`config.mk`:
```
export PLATFORM = sky130hd
export DESIGN_NAME = tilt_frame_parser_scaler
export DESIGN_NICKNAME = d
export VERILOG_FILES = /design/src/hdl/tfps_pkg.sv /design/src/hdl/tfps_front.sv /design/src/hdl/tfps_queue.sv /design/src/hdl/tfps_back.sv /design/src/hdl/tilt_frame_parser_scaler.sv
export SDC_FILE = /design/constraint.sdc
export NUM_CORES = 1
export LEC_CHECK = 0
export ABC_AREA = 1
export BUFFER_PORTS_ARGS = -buffer_cell sky130_fd_sc_hd__buf_2
export CAP_MARGIN = 10
export CELL_PAD_IN_SITES_DETAIL_PLACEMENT = 2
export CELL_PAD_IN_SITES_GLOBAL_PLACEMENT = 2
export CORE_MARGIN = 1
export CORE_UTILIZATION = 43
export CTS_BUF_LIST = sky130_fd_sc_hd__clkbuf_8
export CTS_CLUSTER_SIZE = 28
export DETAILED_ROUTE_END_ITERATION = 7
export PLACE_DENSITY_LB_ADDON = 0.3
export SLEW_MARGIN = 20
export SYNTH_ARGS = -nofsm -noshare
export SYNTH_HDL_FRONTEND = slang
export SYNTH_SLANG_ARGS = --single-unit
```
`constraint.sdc`:
```
create_clock -name aclk -period 5.8 [get_ports aclk]
set_input_delay 0.87 -clock aclk [delete_from_list [all_inputs] [get_ports aclk]]
set_output_delay 0.87 -clock aclk [all_outputs]
set_load 0.005 [all_outputs]
```
`src/hdl/tfps_pkg.sv`:
```
// ============================================================================
// Tilt frame parser package
// Shared types and constants of the tilt frame parser and scaler.
// ============================================================================
package tfps_pkg;

    localparam logic [7:0]  HEADER_BYTE = 8'hAA;
    localparam logic [7:0]  FOOTER_BYTE = 8'h55;
    localparam logic [2:0]  LAST_POS    = 3'd7;
    localparam logic [3:0]  LEVEL_MAX   = 4'd10;
    localparam logic [3:0]  LEVEL_RESET = 4'd5;
    localparam logic [14:0] OUT_MAX     = 15'd32767;
    localparam logic [14:0] MID_VALUE   = 15'd16383;
    localparam logic [15:0] DEADZONE    = 16'd500;

    // One parsed frame as handed from the parser to the scaler.
    typedef struct packed {
        logic [15:0] pitch_raw;
        logic [15:0] roll_raw;
        logic        ok;
    } frame_t;

    // Queue status seen by the parser and the scaler.
    typedef struct packed {
        logic full;
        logic empty;
    } qstat_t;

    // Input limit for a sensitivity level; levels above ten read as ten.
    function automatic logic [14:0] limit_of(input logic [3:0] level);
        logic [14:0] lim;
        case (level)
            4'd0:    lim = 15'd18000;
            4'd1:    lim = 15'd16200;
            4'd2:    lim = 15'd14400;
            4'd3:    lim = 15'd12600;
            4'd4:    lim = 15'd10800;
            4'd5:    lim = 15'd9000;
            4'd6:    lim = 15'd7400;
            4'd7:    lim = 15'd5800;
            4'd8:    lim = 15'd4200;
            4'd9:    lim = 15'd2600;
            default: lim = 15'd1000;
        endcase
        return lim;
    endfunction

endpackage

```
`src/hdl/tfps_front.sv`:
```
// ============================================================================
// Tilt frame parser front end
// Hunts for the header byte, collects the frame and checks the footer.
// ============================================================================
module tfps_front (
    input  logic            aclk,
    input  logic            aresetn,
    input  logic            s_tvalid,
    output logic            s_tready,
    input  logic [7:0]      s_tdata,
    input  tfps_pkg::qstat_t q_stat_i,
    output logic            push_o,
    output tfps_pkg::frame_t frame_o
);

    logic [2:0] pos_reg, pos_next;
    logic [7:0] pitch_hi_reg, pitch_lo_reg, roll_hi_reg, roll_lo_reg;
    logic       accept;

    // A word is only refused when the queue could not take a finished frame.
    assign s_tready = !q_stat_i.full;
    assign accept   = s_tvalid && s_tready;

    always_comb begin
        pos_next = pos_reg;
        if (accept) begin
            if (pos_reg == 3'd0 && s_tdata != tfps_pkg::HEADER_BYTE) begin
                pos_next = 3'd0;
            end else if (pos_reg == tfps_pkg::LAST_POS) begin
                pos_next = 3'd0;
            end else begin
                pos_next = pos_reg + 3'd1;
            end
        end
    end

    always_ff @(posedge aclk) begin
        if (!aresetn) begin
            pos_reg <= 3'd0;
        end else begin
            pos_reg <= pos_next;
        end
    end

    always_ff @(posedge aclk) begin
        if (accept) begin
            case (pos_reg)
                3'd3:    pitch_hi_reg <= s_tdata;
                3'd4:    pitch_lo_reg <= s_tdata;
                3'd5:    roll_hi_reg  <= s_tdata;
                3'd6:    roll_lo_reg  <= s_tdata;
                default: ;
            endcase
        end
    end

    assign push_o            = accept && (pos_reg == tfps_pkg::LAST_POS);
    assign frame_o.pitch_raw = {pitch_hi_reg, pitch_lo_reg};
    assign frame_o.roll_raw  = {roll_hi_reg, roll_lo_reg};
    assign frame_o.ok        = (s_tdata == tfps_pkg::FOOTER_BYTE);

endmodule

```
`src/hdl/tfps_queue.sv`:
```
// ============================================================================
// Tilt frame queue
// Short first-in first-out queue of parsed frames between parser and scaler.
// ============================================================================
module tfps_queue #(
    parameter int DEPTH = 2
) (
    input  logic             aclk,
    input  logic             aresetn,
    input  logic             push_i,
    input  tfps_pkg::frame_t data_i,
    input  logic             pop_i,
    output tfps_pkg::frame_t data_o,
    output tfps_pkg::qstat_t stat_o
);

    localparam int PW = (DEPTH > 1) ? $clog2(DEPTH) : 1;
    localparam int CW = $clog2(DEPTH + 1);

    tfps_pkg::frame_t mem_reg [DEPTH];
    logic [PW-1:0] wr_ptr_reg, rd_ptr_reg;
    logic [CW-1:0] count_reg;

    function automatic logic [PW-1:0] bump(input logic [PW-1:0] p);
        return (p == PW'(DEPTH - 1)) ? '0 : p + 1'b1;
    endfunction

    always_ff @(posedge aclk) begin
        if (!aresetn) begin
            wr_ptr_reg <= '0;
            rd_ptr_reg <= '0;
            count_reg  <= '0;
        end else begin
            if (push_i) begin
                wr_ptr_reg <= bump(wr_ptr_reg);
            end
            if (pop_i) begin
                rd_ptr_reg <= bump(rd_ptr_reg);
            end
            if (push_i && !pop_i) begin
                count_reg <= count_reg + 1'b1;
            end else if (pop_i && !push_i) begin
                count_reg <= count_reg - 1'b1;
            end
        end
    end

    always_ff @(posedge aclk) begin
        if (push_i) begin
            mem_reg[wr_ptr_reg] <= data_i;
        end
    end

    assign data_o       = mem_reg[rd_ptr_reg];
    assign stat_o.full  = (count_reg == CW'(DEPTH));
    assign stat_o.empty = (count_reg == '0);

endmodule

```
`src/hdl/tfps_back.sv`:
```
// ============================================================================
// Tilt frame scaler back end
// Applies the deadzone, maps both angles with a two-lane serial divider and
// drives the output register.
// ============================================================================
module tfps_back (
    input  logic             aclk,
    input  logic             aresetn,
    input  logic [3:0]       level_i,
    input  tfps_pkg::qstat_t q_stat_i,
    input  tfps_pkg::frame_t q_data_i,
    output logic             pop_o,
    output logic             m_tvalid,
    input  logic             m_tready,
    output logic [31:0]      m_tdata,
    output logic             m_tuser
);

    typedef enum logic [4:0] {
        ST_IDLE = 5'b00001,
        ST_LOAD = 5'b00010,
        ST_MUL  = 5'b00100,
        ST_DIV  = 5'b01000,
        ST_DONE = 5'b10000
    } state_t;

    state_t state_reg, state_next;
    logic [3:0]  cnt_reg;
    logic        ok_reg;
    logic [14:0] lim_reg;
    logic [15:0] raw_reg [2];
    logic [15:0] n_reg [2];
    logic        lo_reg [2];
    logic        hi_reg [2];
    logic [15:0] rem_reg [2];
    logic [14:0] sh_reg [2];
    logic [14:0] q_reg [2];
    logic [14:0] held_reg [2];
    logic        m_tvalid_reg;
    logic [14:0] out_roll_reg, out_pitch_reg;
    logic        out_ok_reg;

    logic [15:0] divisor;
    logic [14:0] result [2];
    logic        out_load;

    assign divisor  = {lim_reg, 1'b0};
    assign out_load = (state_reg == ST_DONE) && (!m_tvalid_reg || m_tready);
    assign pop_o    = (state_reg == ST_IDLE) && !q_stat_i.empty;

    always_comb begin
        for (int i = 0; i < 2; i++) begin
            if (lo_reg[i]) begin
                result[i] = 15'd0;
            end else if (hi_reg[i]) begin
                result[i] = tfps_pkg::OUT_MAX;
            end else begin
                result[i] = q_reg[i];
            end
        end
    end

    always_comb begin
        state_next = state_reg;
        case (state_reg)
            ST_IDLE: begin
                if (!q_stat_i.empty) begin
                    state_next = q_data_i.ok ? ST_LOAD : ST_DONE;
                end
            end
            ST_LOAD: state_next = ST_MUL;
            ST_MUL:  state_next = ST_DIV;
            ST_DIV: begin
                if (cnt_reg == 4'd14) begin
                    state_next = ST_DONE;
                end
            end
            ST_DONE: begin
                if (out_load) begin
                    state_next = ST_IDLE;
                end
            end
            default: state_next = ST_IDLE;
        endcase
    end

    always_ff @(posedge aclk) begin
        if (!aresetn) begin
            state_reg    <= ST_IDLE;
            m_tvalid_reg <= 1'b0;
            held_reg[0]  <= tfps_pkg::MID_VALUE;
            held_reg[1]  <= tfps_pkg::MID_VALUE;
        end else begin
            state_reg <= state_next;
            if (out_load) begin
                m_tvalid_reg <= 1'b1;
            end else if (m_tready) begin
                m_tvalid_reg <= 1'b0;
            end
            if (out_load && ok_reg) begin
                held_reg[0] <= result[0];
                held_reg[1] <= result[1];
            end
        end
    end

    // Lane 0 carries pitch, lane 1 carries roll.
    always_ff @(posedge aclk) begin
        logic [15:0] dz;
        logic [17:0] sum;
        logic [30:0] num;
        logic [16:0] trial;
        case (state_reg)
            ST_IDLE: begin
                ok_reg     <= q_data_i.ok;
                lim_reg    <= tfps_pkg::limit_of(level_i);
                raw_reg[0] <= q_data_i.pitch_raw;
                raw_reg[1] <= q_data_i.roll_raw;
            end
            ST_LOAD: begin
                for (int i = 0; i < 2; i++) begin
                    dz = raw_reg[i];
                    if ($signed(raw_reg[i]) > -$signed(tfps_pkg::DEADZONE)
                        && $signed(raw_reg[i]) < $signed(tfps_pkg::DEADZONE)) begin
                        dz = 16'd0;
                    end
                    sum       = {{2{dz[15]}}, dz} + {3'b000, lim_reg};
                    lo_reg[i] <= sum[17];
                    hi_reg[i] <= $signed(dz) >= $signed({1'b0, lim_reg});
                    n_reg[i]  <= sum[15:0];
                end
            end
            ST_MUL: begin
                cnt_reg <= 4'd0;
                for (int i = 0; i < 2; i++) begin
                    // n * 32767 as a shift and subtract.
                    num        = {n_reg[i], 15'd0} - {15'd0, n_reg[i]};
                    rem_reg[i] <= num[30:15];
                    sh_reg[i]  <= num[14:0];
                end
            end
            ST_DIV: begin
                cnt_reg <= cnt_reg + 4'd1;
                for (int i = 0; i < 2; i++) begin
                    trial = {rem_reg[i], sh_reg[i][14]};
                    if (trial >= {1'b0, divisor}) begin
                        rem_reg[i] <= 16'(trial - {1'b0, divisor});
                        q_reg[i]   <= {q_reg[i][13:0], 1'b1};
                    end else begin
                        rem_reg[i] <= trial[15:0];
                        q_reg[i]   <= {q_reg[i][13:0], 1'b0};
                    end
                    sh_reg[i] <= {sh_reg[i][13:0], 1'b0};
                end
            end
            default: ;
        endcase
        if (out_load) begin
            out_pitch_reg <= ok_reg ? result[0] : held_reg[0];
            out_roll_reg  <= ok_reg ? result[1] : held_reg[1];
            out_ok_reg    <= ok_reg;
        end
    end

    assign m_tvalid = m_tvalid_reg;
    assign m_tdata  = {2'b00, out_pitch_reg, out_roll_reg};
    assign m_tuser  = out_ok_reg;

endmodule

```
`src/hdl/tilt_frame_parser_scaler.sv`:
```
// ============================================================================
// Tilt frame parser and scaler
// Parses eight-byte tilt sensor frames and maps pitch and roll to 0..32767.
// ============================================================================
// Bytes arrive one word at a time on the s_ channel and are taken in one
// cycle each as long as the frame queue has room. Words are dropped until
// the header 0xAA shows up; that word and the next seven form a frame, with
// pitch in bytes 3..4 and roll in bytes 5..6 (signed, big endian) and the
// footer 0x55 in byte 7. Every finished frame gives exactly one word on the
// m_ channel: with a good footer both angles pass a +/-500 deadzone and are
// mapped as ((raw + L) * 32767) / (2 * L), saturated to 0..32767, and the
// held values follow; with a bad footer the held values (16383 after reset)
// come out unchanged and m_tuser is low. A good frame occupies the scaler
// while its 15-step serial divider works on both angles side by side; a
// rejected frame skips the divider. The parser keeps taking the next
// frame's bytes meanwhile, so the input stalls only when the frame queue is
// full. The sensitivity level selects L from a fixed table and saturates
// at ten on write.
// ============================================================================
module tilt_frame_parser_scaler #(
    parameter int QUEUE_DEPTH = 2
) (
    input  logic        aclk,
    input  logic        aresetn,
    // Configuration: sensitivity level, bits 3:0.
    input  logic        cfg_valid,
    output logic        cfg_ready,
    input  logic [3:0]  cfg_data,
    // Input words.
    input  logic        s_tvalid,
    output logic        s_tready,
    input  logic [7:0]  s_tdata,   // [7:0] rx_byte
    // Result words.
    output logic        m_tvalid,
    input  logic        m_tready,
    output logic [31:0] m_tdata,   // [14:0] roll_position, [29:15] pitch_position, [31:30] zero
    output logic        m_tuser    // [0] frame_ok
);

    logic [3:0]       level_reg;
    logic             push;
    logic             pop;
    tfps_pkg::frame_t frame_in;
    tfps_pkg::frame_t frame_out;
    tfps_pkg::qstat_t q_stat;

    // The user must write the level register only while the block is idle, so the
    // scaler may sample it at the start of each frame; the block does not enforce this.
    assign cfg_ready = 1'b1;

    always_ff @(posedge aclk) begin
        if (!aresetn) begin
            level_reg <= tfps_pkg::LEVEL_RESET;
        end else if (cfg_valid) begin
            level_reg <= (cfg_data > tfps_pkg::LEVEL_MAX) ? tfps_pkg::LEVEL_MAX : cfg_data;
        end
    end

    tfps_front u_front (
        .aclk     (aclk),
        .aresetn  (aresetn),
        .s_tvalid (s_tvalid),
        .s_tready (s_tready),
        .s_tdata  (s_tdata),
        .q_stat_i (q_stat),
        .push_o   (push),
        .frame_o  (frame_in)
    );

    tfps_queue #(
        .DEPTH (QUEUE_DEPTH)
    ) u_queue (
        .aclk    (aclk),
        .aresetn (aresetn),
        .push_i  (push),
        .data_i  (frame_in),
        .pop_i   (pop),
        .data_o  (frame_out),
        .stat_o  (q_stat)
    );

    tfps_back u_back (
        .aclk     (aclk),
        .aresetn  (aresetn),
        .level_i  (level_reg),
        .q_stat_i (q_stat),
        .q_data_i (frame_out),
        .pop_o    (pop),
        .m_tvalid (m_tvalid),
        .m_tready (m_tready),
        .m_tdata  (m_tdata),
        .m_tuser  (m_tuser)
    );

    // The stored level never exceeds the top of the table.
    assert property (@(posedge aclk) disable iff (!aresetn)
        level_reg <= tfps_pkg::LEVEL_MAX)
        else $error("sensitivity level above table range");

    // The queue is never full and empty at once.
    assert property (@(posedge aclk) disable iff (!aresetn)
        !(q_stat.full && q_stat.empty))
        else $error("frame queue status inconsistent");

    // A frame is never pushed into a full queue.
    assert property (@(posedge aclk) disable iff (!aresetn)
        push |-> !q_stat.full)
        else $error("frame pushed into full queue");

    // Mapped positions never reach the pad bits.
    assert property (@(posedge aclk) disable iff (!aresetn)
        m_tvalid |-> (m_tdata[31:30] == 2'b00))
        else $error("result pad bits set");

endmodule

```
# Word level (Yosys, flattened, before mapping)
# Memory sizes are Yosys's and may differ from the RTL's. A register that Yosys moved wholly into a read port is not among the register bits.
# Cells that the tools add are included.
totals:
  mem_bits_rw: 256
  word_cells: 164
  mem_count: 10
  out_inout_bits: 36
  register_bits: 100
  rom_bits: 192
memory_table:
  columns: ["memory", "words", "word_bits", "read_ports", "rd_ports_with_merged_regs", "wr", "line", "rtl"]
  rows:
  - ["(no name shown)", 16, 12, 1, 1, 0, "tfps_pkg.sv:32", "case (level)"]
  - ["u_queue.mem_reg", 2, 33, 1, 1, 1, "tfps_queue.sv:20", "tfps_pkg::frame_t mem_reg [DEPTH];"]
  - ["u_back.n_reg", 2, 16, 2, 0, 2, "tfps_back.sv:32", "logic [15:0] n_reg [2];"]
  - ["u_back.raw_reg", 2, 16, 2, 0, 2, "tfps_back.sv:31", "logic [15:0] raw_reg [2];"]
  - ["u_back.rem_reg", 2, 16, 2, 0, 2, "tfps_back.sv:35", "logic [15:0] rem_reg [2];"]
  - ["u_back.held_reg", 2, 15, 2, 0, 2, "tfps_back.sv:38", "logic [14:0] held_reg [2];"]
  - ["+4 memories", null, null, null, null, null, null, null]
op_classes:
  mux: 63
  n_reduce_logical: 26
  order_cmp: 9
  n_addsub: 12
  bitwise: 10
  n_eq_ne: 17
op_table:
  columns: ["cell", "count"]
  rows:
  - ["$mux W15", 12]
  - ["$mux W16", 8]
  - ["$sub A31 B16 Y31", 2]
  - ["$add A16 B16 Y17", 2]
  - ["$ge A17 B16 Y1", 2]
  - ["$ge A16 B16 Y1", 2]
  - ["$gt A16 B10 Y1 const B", 2]
  - ["$lt A16 B10 Y1 const B", 2]
  - ["$mux W1", 32]
  - ["$sub A16 B16 Y16", 2]
  - ["$pmux W5 S5", 1]
  - ["$mux W5", 4]
  - ["$eq A3 B3 Y1 const B", 4]
  - ["$logic_and A1 B1 Y1", 10]
  - ["$or A1 B1 Y1", 10]
  - ["$eq A8 B7 Y1 const B", 1]
  - ["$ne A8 B8 Y1 const B", 1]
  - ["$pmux W4 S2", 1]
  - ["$reduce_and A2 Y1", 4]
  - ["$mux W3", 2]
  - ["$reduce_bool A2 Y1", 3]
  - ["$eq A5 B1 Y1 const B", 1]
  - ["$eq A5 B2 Y1 const B", 1]
  - ["$eq A5 B3 Y1 const B", 1]
  - ["other kinds (20)", 27]

# Depth between registers and ports, before layout
depth:
  ltp_word: 8
  depth_mapped: 21

# By module
# Synthesis repeated with hierarchy kept, for this count alone.
unflattened:
  hier_cells: 1865
  area_unflattened_um2: 18499.0
modules_own_cells:
  columns: ["module", "seq_area_each_um2", "area_per_inst_um2", "n_inst", "cells_per_inst"]
  rows:
  - ["tfps_back", 7257.0, 14259.9, 1, 1617]
  - ["tfps_queue", 2082.0, 2765.2, 1, 138]
  - ["tfps_front", 1021.0, 1296.2, 1, 85]
  - ["tilt_frame_parser_scaler", 80.1, 177.7, 1, 25]

# Worst setup path after synthesis
# No wires, ideal clock.
synth_timing:
  kind: "register to register"
  from: "register u_back.state_reg[2]"
  to: "memory u_back.hi_reg[0][0], enable pin"
  setup_slack_ps: 1199
  arrival_time_ps: 4076
  period_less_slack_ps: 4601
  stages_incl_launch_ff: 4
  path_buffers: 0
  cell_sequence: "dfxtp_1 -> nor2_1 -> inv_1 -> nor4_1"
synth_rtl:
  columns: ["item", "line", "rtl"]
  rows:
  - ["start: declaration", "tfps_back.sv:27", "state_t state_reg, state_next;"]
  - ["start signal: assignment", "tfps_back.sv:94", "state_reg <= state_next;"]
  - ["end: declaration", "tfps_back.sv:34", "logic hi_reg [2];"]

==> metrics.yaml <==
status: "finished clean"
leakage_nw: 8.06
hpwl_mm: 42.2
drv_cap: 0
final_max_slew_viol_count: 0
layout_min_cycle_time_ps: 3560
rows: 74
path_clk_slew_ps: 70
numPortBuffers: 49
antenna_found_initial: 1
via_per_inst: 5.65
cp_data_required_time_ps: 6220
crit_type: "register to register"
drt_wl_total_mm: 61.9
die-area_mm2: 0.0430
ys_types: 49
rsz0062_at_grt: "no"
hold_path.class: "register to register"
synth_fa_ha_area_share_pct: 5.67
syn2layout_area_growth_pct: 11.0
grt_start_max_net_pins: 65
htreeDepth: 2
tightest_slew_ps: 1050
yosys.area_share.simple_pct: 18.0
largest_register_ffs: 66
stdcell_area_mm2: 0.0201
end_kind: "register"
async_flop_share_pct: 0
final_util_pct: 48.9
root_buffer: "clkbuf_8"
crit_arrival_ps: 3970
synth_enable_flop_cells: 335
synth-compound-area-share_pct: 8.62
synthCells: 1835
post_dp_cell_area_mm2: 0.0190
design.core.area_mm2: 0.0412
drtIter0Drc: 811
cts_hold_buf: 0
synth.yosys.seq_area_share_pct: 57.5
wl_per_cell_um: 24.8
setup_viol: 0
fp.dieW_um: 207
grt_usage_pct: 28.9
max_clock_freq_mhz: 281
numCtsBuffers: 60
cts_resized: 0
fin_nets: 2011
ir_worst_vdd_mv: 0.266
drcViolationCount: 0
gp_routability_congestion: 0.886
grt-ovfl-total: 0
clock_latency_ps: 680
finClkSkew_ps: 37.5
initial_utilization_pct: 44.0
io_pins: 53
drive_gt1_share_pct: 10.9
fp.dieH_um: 207
final_common_cell: "nand2_1"
clockBufferDepth: 3
avgSynthCellArea_um2: 9.89
start_kind: "register"
hold_viol_final: 0
preCtsSetupSlack_ps: 2320
cts.sinks: 354
final_cell_mix: "376 x nand2_1, 335 x edfxtp_1, 220 x inv_1"
synthMuxAreaShare_pct: 2.05
synth_xor_area_share_pct: 2.75
synth_top_family_by_area: "simple AND/OR/NAND/NOR gates"
grt_pass1_vias: 15800
ant_nets: 0
finalPower_w: 0.00927
max-slew-margin-rel_pct: 30.0
vias: 14100
tns_ps: 0
reg2reg_depth: 16
power.density_mw_per_mm2: 460
synth_area_mm2: 0.0181
min_path_cells: 0
ys_dominant_reg_cell: "edfxtp_1"
cts_tree: "built"
cp_max_fo: 14
yosysWarnings: 0
period_share_pct: 61.3
synth.ff_latch_count: 354
setup_slack_ps: 2240
dr.pass1.iters: 7
cts_setup_buffers: 0
grt_pass1_wl_mm: 94.6
==> per-layer routing <==
metal / GRT usage (%) / wire length (µm) / share of wire (%) / vias to the layer above
li1: - / - / - / 6423
met1: 34.0 / 25100 / 41 / 7181
met2: 51.6 / 31800 / 51 / 319
met3: 4.13 / 2210 / 3.6 / 150
met4: 13.8 / 2680 / 4.3 / 2
met5: 0.667 / 38 / 0.061 / -
==> layout make-up <==
class,count,area (µm²)
Sequential cell,354,10400
Antenna cell,1,2.50
Multi-Input combinational cell,1231,6770
Timing Repair Buffer,61,335
Inverter,205,769
Fill cell,4256,21100
Clock inverter,46,299
Tap cell,532,666
Clock buffer,63,867
==> critical path, stage by stage, from the launching register on <==
cell      delay, ps
edfxtp_1        530
nor3_1          240
nand3_1         130
nand2_1         130
nand2_4         130
nand2_4         200
inv_1           190
nor2_1          290
ha_1            390
nor2_1          180
inv_1            90
nor3_1          200
inv_1           100
nor3_1          240
nand2_1         110
nand2_1          80
nor2_1           50
==> path summary, 6_finish.rpt <==
kind                                   startpoint                            end  slack, ps
setup / recovery  u_back.raw_reg[0][23]$_DFFE_PP_  u_back.lo_reg[0][1]$_DFFE_PP_       2240
hold / removal       u_back.q_reg[0][4]$_DFFE_PP_   u_back.q_reg[0][5]$_DFFE_PP_        450
setup reg to reg  u_back.raw_reg[0][23]$_DFFE_PP_  u_back.lo_reg[0][1]$_DFFE_PP_       2240
hold reg to reg      u_back.q_reg[0][4]$_DFFE_PP_   u_back.q_reg[0][5]$_DFFE_PP_        450
==> report_power, final <==
group          switching (W)  internal, W
Combinational        0.00243      0.00104
Sequential          0.000280      0.00322
Clock                0.00112      0.00118
==> kinds of logic after synthesis <==
logic type                 Yosys count
and+or+nand+nor                    770
DFF                                354
AOI/OAI and AO/OA                  287
buffers and inverters              251
adders and majority gates           81
xor gates and xnor gates            57
muxes                               33
other                                2
==> Yosys cell counts, types with 2 or more instances <==
master | n | area share, %
o221ai_1 | 3 | 0.14
edfxtp_1 | 335 | 55
o21a_1 | 7 | 0.29
buf_4 | 3 | 0.12
a21boi_0 | 2 | 0.083
ha_1 | 79 | 5.4
o211ai_1 | 4 | 0.17
nor4_1 | 10 | 0.34
o21ai_1 | 6 | 0.17
nor3_1 | 26 | 0.72
xnor2_1 | 16 | 0.77
nand4_1 | 25 | 0.86
o21bai_1 | 7 | 0.29
nand3_2 | 7 | 0.39
o22ai_1 | 3 | 0.10
buf_6 | 2 | 0.12
nand2_4 | 4 | 0.25
nand3b_1 | 3 | 0.12
nor2_2 | 5 | 0.17
nand2_2 | 15 | 0.52
or2_2 | 5 | 0.17
conb_1 | 2 | 0.041
buf_1 | 5 | 0.10
nand2_1 | 377 | 7.8
mux2_2 | 33 | 2.0
o21ai_0 | 147 | 4.1
dfxtp_1 | 19 | 2.1
o31ai_1 | 5 | 0.21
fa_1 | 2 | 0.22
buf_2 | 6 | 0.17
a31oi_1 | 14 | 0.48
inv_2 | 2 | 0.041
inv_1 | 200 | 4.1
clkbuf_1 | 30 | 0.62
a21o_1 | 4 | 0.17
nand3_1 | 78 | 2.2
a21oi_1 | 78 | 2.2
xor2_1 | 41 | 2.0
clkinv_1 | 3 | 0.062
nor2_1 | 213 | 4.4
==> metrics by stage <==
step	cells	hold slack, ps
4_1_cts	2492	416
2_1_floorplan	1836	421
3_5_place_dp	2383	437
3_3_place_gp	2383	423
5_1_grt	2492	424
6_report	2493	449
Power figures use the tool's default switching activity.
